File: config.mk
export PLATFORM = sky130hd
export DESIGN_NAME = wvm_ctrl
export DESIGN_NICKNAME = d
export VERILOG_FILES = /design/src/rtl/wvm_pkg.sv /design/src/rtl/wvm_ctrl.sv
export SDC_FILE = /design/constraint.sdc
export NUM_CORES = 1
export LEC_CHECK = 0
export BUFFER_PORTS_ARGS = -buffer_cell sky130_fd_sc_hd__buf_4
export CORE_AREA = 8 8 45 47
export DETAILED_ROUTE_END_ITERATION = 10
export DIE_AREA = 0 0 53 55
export HOLD_SLACK_MARGIN = 0.1
export PLACE_DENSITY = 0.72
export REMOVE_ABC_BUFFERS = 1
export SLEW_MARGIN = 30
export SYNTH_ARGS = -nofsm -noshare
export SYNTH_HDL_FRONTEND = slang
export SYNTH_SLANG_ARGS = --single-unit
File: constraint.sdc
create_clock -name i_clk -period 1.78 [get_ports i_clk]
set_clock_uncertainty 0.2 [all_clocks]
set_input_delay 0.178 -clock i_clk [delete_from_list [all_inputs] [get_ports i_clk]]
set_output_delay 0.178 -clock i_clk [all_outputs]
set_load 0.03 [all_outputs]
File: src/rtl/wvm_pkg.sv
package wvm_pkg;

    typedef enum logic [1:0] {
        FUNC_WRITE = 2'd0,
        FUNC_PLAY  = 2'd1,
        FUNC_STOP  = 2'd2,
        FUNC_TICK  = 2'd3
    } t_func;

    typedef enum logic [3:0] {
        ST_IDLE,
        ST_SCAN,
        ST_RD1,
        ST_RD2,
        ST_MUL1,
        ST_MUL2,
        ST_ACC,
        ST_NEXT,
        ST_ROUND,
        ST_OUT
    } t_state;

    localparam int unsigned POS_W   = 21;
    localparam int unsigned LEN_W   = 13;
    localparam int unsigned STEP_W  = 16;
    localparam int unsigned GAIN_W  = 16;
    localparam int unsigned SMP_W   = 16;
    localparam int unsigned ADDR_W  = 12;
    localparam int unsigned ACC_SHIFT = 38;
    localparam int unsigned ACC_W   = 56;
    localparam logic [POS_W-1:0] POS_MAX = '1;

    typedef struct packed {
        logic load_item;
        logic write_frame;
        logic play_commit;
        logic stop_commit;
        logic scan_start;
        logic scan_step;
        logic rd1;
        logic rd2;
        logic mul1;
        logic mul2;
        logic acc;
        logic voice_update;
        logic do_round;
        logic out_load;
    } t_cmd;

    typedef struct packed {
        logic [1:0] in_func;
        logic [1:0] func;
        logic       scan_done;
        logic       voice_hit;
    } t_status;

endpackage

File: src/rtl/wvm_ctrl.sv
module wvm_ctrl (
    input  logic             i_clk,
    input  logic             i_rst_n,
    input  logic             i_s_tvalid,
    output logic             o_s_tready,
    output logic             o_m_tvalid,
    input  logic             i_m_tready,
    input  wvm_pkg::t_status i_status,
    output wvm_pkg::t_cmd    o_cmd
);
    import wvm_pkg::*;

    t_state r_state, n_state;
    logic   r_valid, n_valid;

    always_ff @(posedge i_clk) begin
        if (!i_rst_n) begin
            r_state <= ST_IDLE;
            r_valid <= 1'b0;
        end else begin
            r_state <= n_state;
            r_valid <= n_valid;
        end
    end

    always_comb begin
        n_state = r_state;
        unique case (r_state)
            ST_IDLE:  if (i_s_tvalid && (!r_valid || i_m_tready)) begin
                n_state = (i_status.in_func == FUNC_WRITE) ? ST_OUT : ST_SCAN;
            end
            ST_SCAN: begin
                if (i_status.scan_done) begin
                    n_state = (i_status.func == FUNC_TICK) ? ST_ROUND : ST_OUT;
                end else if (i_status.voice_hit && i_status.func == FUNC_TICK) begin
                    n_state = ST_RD1;
                end
            end
            ST_RD1:   n_state = ST_RD2;
            ST_RD2:   n_state = ST_MUL1;
            ST_MUL1:  n_state = ST_MUL2;
            ST_MUL2:  n_state = ST_ACC;
            ST_ACC:   n_state = ST_NEXT;
            ST_NEXT:  n_state = ST_SCAN;
            ST_ROUND: n_state = ST_OUT;
            ST_OUT:   n_state = ST_IDLE;
            default:  n_state = ST_IDLE;
        endcase
    end

    always_comb begin
        o_cmd = '0;
        o_s_tready = 1'b0;
        n_valid = r_valid && !i_m_tready;
        unique case (r_state)
            ST_IDLE: begin
                o_s_tready = !r_valid || i_m_tready;
                o_cmd.load_item = i_s_tvalid && o_s_tready;
                o_cmd.write_frame = o_cmd.load_item && (i_status.in_func == FUNC_WRITE);
                o_cmd.scan_start = o_cmd.load_item;
            end
            ST_SCAN: begin
                o_cmd.scan_step = !i_status.scan_done &&
                                  !(i_status.voice_hit && i_status.func == FUNC_TICK);
                o_cmd.play_commit = i_status.scan_done && i_status.func == FUNC_PLAY;
                o_cmd.stop_commit = i_status.scan_done && i_status.func == FUNC_STOP;
            end
            ST_RD1:   o_cmd.rd1 = 1'b1;
            ST_RD2:   o_cmd.rd2 = 1'b1;
            ST_MUL1:  o_cmd.mul1 = 1'b1;
            ST_MUL2:  o_cmd.mul2 = 1'b1;
            ST_ACC:   o_cmd.acc = 1'b1;
            ST_NEXT:  o_cmd.voice_update = 1'b1;
            ST_ROUND: o_cmd.do_round = 1'b1;
            ST_OUT: begin
                o_cmd.out_load = 1'b1;
                n_valid = 1'b1;
            end
            default: ;
        endcase
    end

    assign o_m_tvalid = r_valid;
endmodule

# ---- Yosys cells after proc, flatten, opt, wreduce, memory -nomap -nowiden
# Cells that the tools add are included.
# Widths: inputs -> output; s select.
dict set report totals {
  ff_bits 5
  latchBits 0
  ramBits 0
  mem_bits_ro 0
  input_bits 10
  out_inout_bits 16
  wordCells 51
  mem_count 0
}
dict set report op_classes {
  addsub 0
  n_mul 0
  div 0
  n_lt_le_gt_ge 0
  n_eq_ne 14
  n_shift 0
  n_mux 20
  bitwise 0
  reduce_logical 15
}
# cell n
set ops {}
lappend ops {{$pmux 4 s9} 1}
lappend ops {{$eq 4x3->1 const B} 4}
lappend ops {{$mux 4} 4}
lappend ops {{$mux 1} 13}
lappend ops {{$eq 4x2->1 const B} 2}
lappend ops {{$eq 4x4->1 const B} 2}
lappend ops {{$logic_and 1x1->1} 7}
lappend ops {{$eq 2x2->1 const B} 2}
lappend ops {{$eq 4x1->1 const B} 1}
lappend ops {{$logic_not 1->1} 4}
lappend ops {{$logic_not 4->1} 1}
lappend ops {{$mux 2} 2}
lappend ops {{$ne 3x3->1 const B} 1}
lappend ops {{$eq 2x1->1 const B} 1}
lappend ops {{$logic_not 2->1} 1}
lappend ops {{$ne 2x2->1 const B} 1}
lappend ops {{$reduce_and 2->1} 1}
lappend ops {{$logic_or 1x1->1} 1}

# ---- Longest topological paths before layout
# Gate-level depths: netlist (run 1).
dict set report logic_depth {
  word_depth 5
  mapped_depth 5
  depth_no_buf 4
}

# ---- Least setup slack after synthesis (run 1)
# No wires, ideal clock.
dict set report synth_timing {
  path_type {reg2out}
  startpoint {register r_state[2]}
  endpoint {output o_cmd[12] (netlist bit)}
  t_arrival_ns 1.674
  required_ns 1.402
  setup_slack_ns -0.272
  path_stages_with_launch 5
  n_path_buf 1
  cell_sequence {dfxtp_1 buf_6 or3_4 nor3_2 and2_1}
}
# element line_no
set synth_rtl {}
lappend synth_rtl {{start: declaration} wvm_ctrl.sv:13} ;# t_state r_state, n_state;
lappend synth_rtl {{start signal: assignment} wvm_ctrl.sv:21} ;# r_state <= n_state;
lappend synth_rtl {{end: declaration} wvm_ctrl.sv:9} ;# output wvm_pkg::t_cmd o_cmd

==> key figures, run 1 <==
Finish
  • # nets final: 104
  • Design area: 803 um2
  • Commonest non-fill, non-tap cells in the layout: buf_4 (29), nor2_1 (7), nand2_1 (5), dlygate4sd3_1 (4), buf_6 (4)
  • Commonest non-fill, non-tap cell in the layout: buf_4
  • Fill cells: 116
  • Layout area overhead: 77.8%
  • Ratio of cells with drive above 1 in the final layout: 57.0%
  • Footprint of the multi-input gates: 339 um2
  • FF+latch area: 104 um2
  • # diodes: 0

Synthesis
  • #FFs+latches synth: 5
  • Cell Area, Synth: 452 um2
  • Synth warn: 0
  • Post-synth top area cell: dfxtp_1
  • Post-synthesis cell type count: 28
  • Yosys top cell area share: 22.2%
  • Sequential fraction of the synthesis area: 22.2%
  • Mean Syn Cell Area: 7.92 um2
  • Syn Inst Count: 57
  • Top area cells in the synthesized netlist: dfxtp_1 (22%), nor3_1 (6.6%), nor2_1 (5.8%)

Outcome
  • Failing checks: negative setup slack
  • Outcome: complete, but fails checks

Critical path
  • CP bufs+invs: 1
  • Critical path's top delay family: simple AND/OR/NAND/NOR gates
  • CP Max Fanout: 3
  • Slowest cell delay on critical path: 450 ps
  • Crit-path cells: nand2b_4 -> or4_4 -> nor3b_2 -> buf_4
  • CP max stage cell: or4_4
  • Critical path arrival: 1520 ps
  • Critical Path RT: 1400 ps
  • CP Class: reg2out
  • Setup crit start kind: flop
  • Worst Setup End Kind: primary output

Die
  • Starting Density: 32.6%
  • FP Rows: 14
  • Die Width: 53 um
  • Ports: 26
  • Chip height: 55 um
  • Core ar.: 1380 um2
  • Die Area: 2920 um2

Drt
  • Vias post-DR: 555
  • First-pass iteration count of the detailed router: 4
  • Detail Route Antenna Nets: 0
  • Via density: 5.09
  • Iteration-0 DRC Markers: 20
  • Post-route DRC: 0
  • Routed wire per std cell: 14.4 um
  • Routed WL: 1570 um

Clock network
  • TritonCTS clock tree: built
  • Max H-tree Level: 1
  • Clock buffer count from CTS: 3
  • Worst-path clk slew: 40 ps
  • Sink Count: 5
  • Clock Path Buffers: 2
  • Worst-Skew Late Latency: 260 ps
  • Clock Root Buffer: clkbuf_4

Timing
  • Final Slew Violations: 0
  • RSZ-0062 raised after global routing: yes
  • Final hold vios: 0
  • Final setup margin: -116 ps
  • Fin crit share: 107%
  • Hold_ws: 138 ps
  • Crit path time final: 1900 ps
  • Max Fclk: 527 MHz
  • Worst Max-Slew Pin Slew: 311 ps
  • Slew HR: 79.2%
  • Final setup vio count: 5

Power
  • Overall Power: 950 uW
  • LEAKAGE: 0.000373 uW
  • Cell Pwr Density: 1180 nW/um2
  • Worst VDD drop: 0.609 mV

Run
  • Maxcap violations: 0

Global route
  • All-Layer GR Usage: 11.8%
  • Gr ovfl total: 0
  • Largest net degree at the start of global routing: 10
  • Vias in the first global route: 557
  • Initial antenna violation count: 0
  • First-pass GRT wire length: 2350 um

Placed design
  • GP Congestion: 0.884
  • Instance area at placement: 662 um2
  • Port buffer count: 25
  • DP Worst Slack: 74.1 ps
  • Post-DP HPWL: 1190 um

Worst hold path
  • Worst hold-check path type: in2reg
path summary, 6_finish.rpt:
| path | from | endpoint | slack, ps | cells past startpoint |
|---|---|---|---|---|
| max | r_state[2]$_SDFFE_PN0P_ | o_cmd[10] | -120 | 4 |
| min | i_status[1] | r_state[0]$_SDFFE_PN0P_ | 140 | 3 |
| min reg2reg | r_state[3]$_SDFFE_PN0P_ | r_state[3]$_SDFFE_PN0P_ | 430 | 2 |
| max reg2reg | r_state[3]$_SDFFE_PN0P_ | o_m_tvalid$_SDFF_PN0_ | 100 | 5 |
worst reg2reg max path: stages (launching register included):
cell and delay (ps):
dfxtp_1 350, buf_6 150, inv_2 80, nor3_4 190, o21a_1 130, dlygate4sd3_1 530
layer usage:
layer	share of wire (%)	vias to the layer above	track usage (%)	wire (um)
met2	53	18	19.1	831
met3	6.9	5	6.42	109
li1	-	272	-	-
met1	36	260	9.59	560
met5	0	-	0	0
met4	4.3	0	13.4	68
cell usage after synthesis, drive strengths merged:
library cell / instances
nor2: 7
nor3: 7
buf: 5
dfxtp: 5
nand2: 5
and3: 3
inv: 3
o21ai: 3
a21oi: 2
nand2b: 2
nor3b: 2
a211oi: 1
a21boi: 1
a22o: 1
a31oi: 1
and2: 1
mux2i: 1
nor2b: 1
nor4b: 1
o21a: 1
o32ai: 1
or3: 1
or4: 1
xnor2: 1
logic make-up after synthesis:
kind of cell	Yosys count	synth area share, %
DFF	5	22.2
muxes	1	2.22
AOI/OAI and AO/OA	11	15.8
and+or+nand+nor	31	46.0
xor gates and xnor gates	1	1.94
buffers and inverters	8	11.9
sequential cells by signal (all words and copies together), names as in the netlist:
| signal | flops |
|---|---|
| r_state | 4 |
| o_m_tvalid | 1 |
power breakdown:
part | internal [uW] | switching, uW
logic | 286 | 351
registers | 139 | 30.4
clock network | 85.5 | 58.0
cell type report:
type,instances,area share (%)
clock buffers,4,3.27
repair buffers,37,37.7
well taps,16,2.49
inverters,3,1.40
flip-flops and latches,5,12.9
multi-input cells,44,42.2
metrics by stage:
| step | cells | utilization, % | setup TNS (ps) |
|---|---|---|---|
| after floorplan | 52 | - | -1260 |
| after global routing | 109 | 58.0 | -618 |
| final | 109 | 58.0 | -344 |
| after detailed placement | 99 | 47.8 | 0 |
| after global placement | 99 | 47.8 | 0 |
| after CTS | 107 | 54.0 | -361 |
repair_timing:
action / in CTS / in global routing
gates cloned: 0 / 0
gates resized for setup: 7 / 10
hold buffers: 4 / 0
setup buffers: 0 / 2
pin swaps: 3 / 5
hold endpoints to repair: 4 / 0
endpoints found under the setup margin: 7 / 10
(Power assumes the default switching activity.)
==> run 2: changes to the inputs <==
Settings changed: CORE_AREA 8 8 45 47 to 2 2 39 41, DIE_AREA 0 0 53 55 to 0 0 41 43.
==> key figures, run 2 (synthesized netlist as in run 1, its figures left out) <==
Outcome
  • Outcome: complete, but fails checks
  • Failing checks: negative setup slack

Clock network
  • Clock buffer count from CTS: 3 (unchanged)
  • TritonCTS clock tree: built
  • Max H-tree Level: 1 (unchanged)
  • Clock Root Buffer: clkbuf_4
  • Sink Count: 5 (unchanged)
  • Worst-Skew Late Latency: 250 ps (about the same)
  • Worst-path clk slew: 50 ps (about the same)
  • Clock Path Buffers: 2 (unchanged)

Finish
  • Most flop-heavy register: r_state
  • Fill cells: 119 (+2.6%)
  • # diodes: 0 (unchanged)
  • Post-route insts no fill: 110 (+0.92%)
  • Layout area overhead: 83.7%
  • Commonest non-fill, non-tap cell in the layout: buf_4
  • Commonest non-fill, non-tap cells in the layout: buf_4 (33), nor2_1 (6), nand2_1 (4)
  • Max reg flops: 4 (unchanged)
  • # nets final: 105 (+0.96%)
  • Ratio of cells with drive above 1 in the final layout: 64.9% (+7.9 points)

Drt
  • Detail Route Antenna Nets: 0 (unchanged)
  • Via density: 4.98 (-2.2%)
  • Routed WL: 1500 um (-4.6%)
  • Routed wire per std cell: 13.6 um (-5.5%)
  • First-pass iteration count of the detailed router: 4 (unchanged)
  • Vias post-DR: 548 (-1.3%)
  • Iteration-0 DRC Markers: 8 (-60%)
  • Post-route DRC: 0 (unchanged)

Timing
  • Fin crit share: 108% (+1.1 points)
  • Final setup vio count: 6 (+1)
  • Crit path time final: 1920 ps (+19.7 ps)
  • Slew HR: 82.2% (+2.9 points)
  • RSZ-0062 raised after global routing: yes
  • Final hold vios: 0 (unchanged)
  • Final Slew Violations: 0 (unchanged)
  • Worst Max-Slew Pin Slew: 267 ps (-43.7 ps)
  • Hold_ws: 119 ps (-18.4 ps)
  • Final setup margin: -136 ps (-19.7 ps)
  • Max Fclk: 522 MHz (-1.0%)
  • Setup tns final: -448 ps (-104 ps)

Power
  • Clock share of power: 14.9% (-0.2 points)
  • LEAKAGE: 0.000387 uW (+3.9%)
  • Overall Power: 974 uW (+2.5%)
  • Share of power burned in registers: 18.0% (+0.2 points)
  • Cell Pwr Density: 1170 nW/um2 (-0.76%)
  • Pint: 522 uW (+2.3%)
  • Worst VDD drop: 0.673 mV (+10%)
  • Combinational power share: 67.1% (about the same)
  • Sw Pwr: 452 uW (+2.7%)
  • Net Sw Frac: 46.4% (+0.11 points)

Critical path
  • CP bufs+invs: 1 (unchanged)
  • Crit-path cells: nand2b_4 -> or4_4 -> nor3b_2 -> buf_4
  • Reg2Reg Depth: 7 (+2)
  • Setup crit start kind: flop
  • R2r setup slk: 0 ps (-100 ps)
  • Critical path's top delay family: simple AND/OR/NAND/NOR gates
  • CP Max Fanout: 3 (unchanged)
  • Worst Setup End Kind: primary output
  • Slowest cell delay on critical path: 440 ps (about the same)
  • CP Class: reg2out
  • Critical path arrival: 1540 ps (+20 ps)
  • RR Startpoint: r_state[2]$_SDFFE_PN0P_
  • Critical Path RT: 1400 ps (about the same)
  • CP max stage cell: or4_4
  • Crit Reg-Reg Endpoint: r_state[3]$_SDFFE_PN0P_

Die
  • Chip height: 43 um (-22%)
  • Ports: 26 (unchanged)
  • Core ar.: 1380 um2 (unchanged)
  • Starting Density: 32.6% (unchanged)
  • FP Rows: 14 (unchanged)
  • Die Area: 1760 um2 (-40%)
  • Die Width: 41 um (-23%)

Placed design
  • GP Congestion: 0.848 (-4.0%)
  • Post-DP HPWL: 1000 um (-16%)
  • DP Worst Slack: 81.8 ps (+7.67 ps)
  • DP Cell Count: 99 (unchanged)
  • Port buffer count: 25 (unchanged)

Global route
  • Vias in the first global route: 504 (-9.5%)
  • Largest net degree at the start of global routing: 10 (unchanged)
  • All-Layer GR Usage: 20.2% (+8.4 points)
  • Gr ovfl total: 0 (unchanged)
  • First-pass GRT wire length: 2230 um (-5.3%)
  • Initial antenna violation count: 0 (unchanged)

Worst hold path
  • Hold Path Depth: 4 (+1)
  • Worst hold start: i_status[4]
  • Sink of the worst hold path: r_state[3]$_SDFFE_PN0P_
  • Worst hold-check path type: in2reg

Run
  • Maxcap violations: 0 (unchanged)
-- run 2: power by group through the flow --
stage                     logic (uW)  registers [uW]  clock network (uW)
after CTS                        563             166                 149
after detailed placement         531             166                   0
after global placement           526             163                   0
after global routing             695             177                 159
after floorplan                  311             185                   0
final                            654             175                 145
-- run 2: layout make-up --
type	count	area, um2	share of cell area [%]
repair buffers	38	302	36.3
well taps	16	20.0	2.41
multi-input cells	44	357	43.0
flip-flops and latches	5	110	13.3
inverters	3	15.0	1.81
clock buffers	4	26.3	3.17
-- run 2: how the worst max path moves through the flow --
stage,startpoint,to,slack [ps],depth (start not counted)
2_1_floorplan,r_state[1]$_SDFFE_PN0P_,o_cmd[12],-620,3
4_1_cts,r_state[2]$_SDFFE_PN0P_,o_cmd[10],-140,4
5_1_grt,r_state[2]$_SDFFE_PN0P_,o_cmd[10],-190,4
3_3_place_gp,r_state[0]$_SDFFE_PN0P_,o_cmd[11],110,4
6_report,r_state[2]$_SDFFE_PN0P_,o_cmd[10],-140,4
3_5_place_dp,r_state[0]$_SDFFE_PN0P_,o_cmd[10],80,4
-- run 2: layer usage --
layer / GRT usage, % / vias to the layer above / wire, um
li1: - / 274 / -
met1: 24.8 / 246 / 581
met2: 26.6 / 20 / 770
met3: 3.14 / 8 / 59
met4: 22.0 / 0 / 86
met5: 0 / - / 0
-- run 2: worst reg2reg max path: stages (launching register included) --
cell	delay, ps
dfxtp_2	330
buf_4	130
buf_4	120
buf_4	150
nor3_2	210
o21ai_1	130
a211oi_2	220
a21boi_1	210
-- run 2: what timing repair did --
action	in CTS	in global routing
setup buffers	1	5
gates resized for setup	8	16
hold buffers	2	0
pin swaps	2	5
endpoints found under the setup margin	7	10
endpoints found under the hold margin	3	0
-- run 2: per-stage QoR --
stage                     utilization [%]  area [um2]
final                                59.9         830
after global routing                 59.9         830
after CTS                            53.7         743
after detailed placement             47.8         662
after global placement               47.8         662
after floorplan                         -         409
==> run 3: changes to the inputs <==
Settings changed: TNS_END_PERCENT set to 5.
==> key figures, run 3 (synthesized netlist as in run 1, its figures left out) <==
Clock network
  • Max H-tree Level: 1 (unchanged)
  • Worst-Skew Late Latency: 250 ps (about the same)
  • Clock Root Buffer: clkbuf_4
  • TritonCTS clock tree: built
  • Sink Count: 5 (unchanged)
  • Clock Path Buffers: 2 (unchanged)
  • Clock buffer count from CTS: 3 (unchanged)
  • Post-CTS repair timing setup buffer count: 0 (-1)
  • Worst-path clk slew: 50 ps (about the same)

Power
  • Share of power burned in registers: 19.1% (+1.1 points)
  • Overall Power: 886 uW (-9.0%)
  • Pint: 473 uW (-9.4%)
  • Clock share of power: 16.3% (+1.4 points)
  • Combinational power share: 64.6% (-2.5 points)
  • Net Sw Frac: 46.6% (+0.23 points)
  • LEAKAGE: 0.000346 uW (-11%)
  • Worst VDD drop: 0.630 mV (-6.3%)
  • Cell Pwr Density: 1190 nW/um2 (+1.4%)
  • Sw Pwr: 413 uW (-8.5%)

Run
  • Maxcap violations: 0 (unchanged)

Placed design
  • DP Worst Slack: 81.8 ps (unchanged)
  • Port buffer count: 25 (unchanged)
  • DP Cell Count: 99 (unchanged)
  • GP Congestion: 0.848 (unchanged)
  • Post-DP HPWL: 1000 um (unchanged)

Timing
  • Max Fclk: 525 MHz (+0.57%)
  • Hold_ws: 130 ps (+10.7 ps)
  • RSZ-0062 raised after global routing: yes
  • Slew HR: 77.6% (-4.5 points)
  • Worst Max-Slew Pin Slew: 333 ps (+66.4 ps)
  • Fin crit share: 107% (-0.61 points)
  • Setup tns final: -277 ps (+171 ps)
  • Final Slew Violations: 0 (unchanged)
  • Final setup vio count: 3 (-3)
  • Crit path time final: 1910 ps (-10.8 ps)
  • Final setup margin: -125 ps (+10.8 ps)
  • Final hold vios: 0 (unchanged)

Die
  • FP Rows: 14 (unchanged)
  • Die Width: 41 um (unchanged)
  • Ports: 26 (unchanged)
  • Chip height: 43 um (unchanged)
  • Core ar.: 1380 um2 (unchanged)
  • Die Area: 1760 um2 (unchanged)
  • Starting Density: 32.6% (unchanged)

Worst hold path
  • Sink of the worst hold path: r_state[3]$_SDFFE_PN0P_
  • Worst hold-check path type: in2reg
  • Hold Path Depth: 4 (unchanged)
  • Worst hold start: i_status[4]

Finish
  • Layout area overhead: 64.8%
  • Max reg flops: 4 (unchanged)
  • Most flop-heavy register: r_state
  • # diodes: 0 (unchanged)
  • Post-route insts no fill: 105 (-4.5%)
  • Commonest non-fill, non-tap cells in the layout: buf_4 (29), nor2_1 (7), nand2_1 (4), nor3_1 (4)
  • Commonest non-fill, non-tap cell in the layout: buf_4
  • Ratio of cells with drive above 1 in the final layout: 55.1% (-9.8 points)
  • # nets final: 100 (-4.8%)

Global route
  • Vias in the first global route: 481 (-4.6%)
  • All-Layer GR Usage: 19.3% (-0.83 points)
  • Largest net degree at the start of global routing: 10 (unchanged)
  • First-pass GRT wire length: 2130 um (-4.6%)
  • Initial antenna violation count: 0 (unchanged)
  • Gr ovfl total: 0 (unchanged)

Drt
  • Via density: 5.12 (+2.9%)
  • Detail Route Antenna Nets: 0 (unchanged)
  • First-pass iteration count of the detailed router: 6 (+2)
  • Routed wire per std cell: 13.0 um (-4.8%)
  • Vias post-DR: 538 (-1.8%)
  • Routed WL: 1360 um (-9.1%)
  • Iteration-0 DRC Markers: 9 (+1)
  • Post-route DRC: 0 (unchanged)

Critical path
  • RR Startpoint: r_state[1]$_SDFFE_PN0P_
  • Reg2Reg Depth: 5 (-2)
  • Critical path arrival: 1530 ps (about the same)
  • CP Max Fanout: 3 (unchanged)
  • Critical Path RT: 1400 ps (about the same)
  • Worst Setup End Kind: primary output
  • Setup crit start kind: flop
  • Crit Reg-Reg Endpoint: r_state[3]$_SDFFE_PN0P_
  • R2r setup slk: 60 ps (+60 ps)
  • CP Class: reg2out

Outcome
  • Failing checks: negative setup slack
  • Outcome: complete, but fails checks
[run 3: changes by cell type in the layout (fill, tap and decap cells not counted), moves of 2 or more]
cell | previous run | this run
nor3_1 | 1 | 4
dfxtp_4 | 2 | 0
nor3_4 | 3 | 1
buf_4 | 33 | 29
[run 3: layout make-up]
class | count | area (um2)
Multi-Input combinational cell | 44 | 319
Fill cell | 135 | 639
Sequential cell | 5 | 104
Clock buffer | 4 | 26.3
Inverter | 3 | 15.0
Tap cell | 16 | 20.0
Timing Repair Buffer | 33 | 260
[run 3: metrics by stage]
| stage | cell area [um2] | utilization [%] |
|---|---|---|
| floorplan | 409 | - |
| global placement | 662 | 47.8 |
| detailed placement | 662 | 47.8 |
| CTS | 727 | 52.5 |
| global route | 744 | 53.8 |
| finish | 744 | 53.8 |
[run 3: worst max-delay path, cell delays in order, from the launching register on]
cell and delay (ps):
dfxtp_2 330, nand2b_4 130, or4_4 440, nor3b_2 190, buf_4 180
[run 3: routing by layer]
layer | up-vias | global-route usage, % | share of wire (%)
li1 | 264 | - | -
met3 | 8 | 3.14 | 5.1
met4 | 0 | 22.0 | 6.2
met5 | - | 0 | 0
met1 | 240 | 24.4 | 40
met2 | 26 | 24.4 | 49
[run 3: power groups by stage]
| stage | clock (uW) | combinational, uW | sequential, uW |
|---|---|---|---|
| 2_1_floorplan | 0 | 311 | 185 |
| 3_3_place_gp | 0 | 526 | 163 |
| 3_5_place_dp | 0 | 531 | 166 |
| 4_1_cts | 149 | 551 | 167 |
| 5_1_grt | 159 | 614 | 171 |
| 6_report | 145 | 572 | 169 |
[run 3: worst max path at each step]
| stage | startpoint | to | cells past startpoint |
|---|---|---|---|
| 2_1_floorplan | r_state[1]$_SDFFE_PN0P_ | o_cmd[12] | 3 |
| 3_3_place_gp | r_state[0]$_SDFFE_PN0P_ | o_cmd[11] | 4 |
| 3_5_place_dp | r_state[0]$_SDFFE_PN0P_ | o_cmd[10] | 4 |
| 4_1_cts | r_state[2]$_SDFFE_PN0P_ | o_cmd[10] | 4 |
| 5_1_grt | r_state[0]$_SDFFE_PN0P_ | o_cmd[10] | 4 |
| 6_report | r_state[2]$_SDFFE_PN0P_ | o_cmd[10] | 4 |
[run 3: repair_timing]
item                                    in CTS  in global routing
cloned                                       0                  0
endpoints found under the setup margin       7                 10
pin swaps                                    2                  0
hold buffers                                 2                  0
resized for setup                            6                  5
endpoints found under the hold margin        3                  0
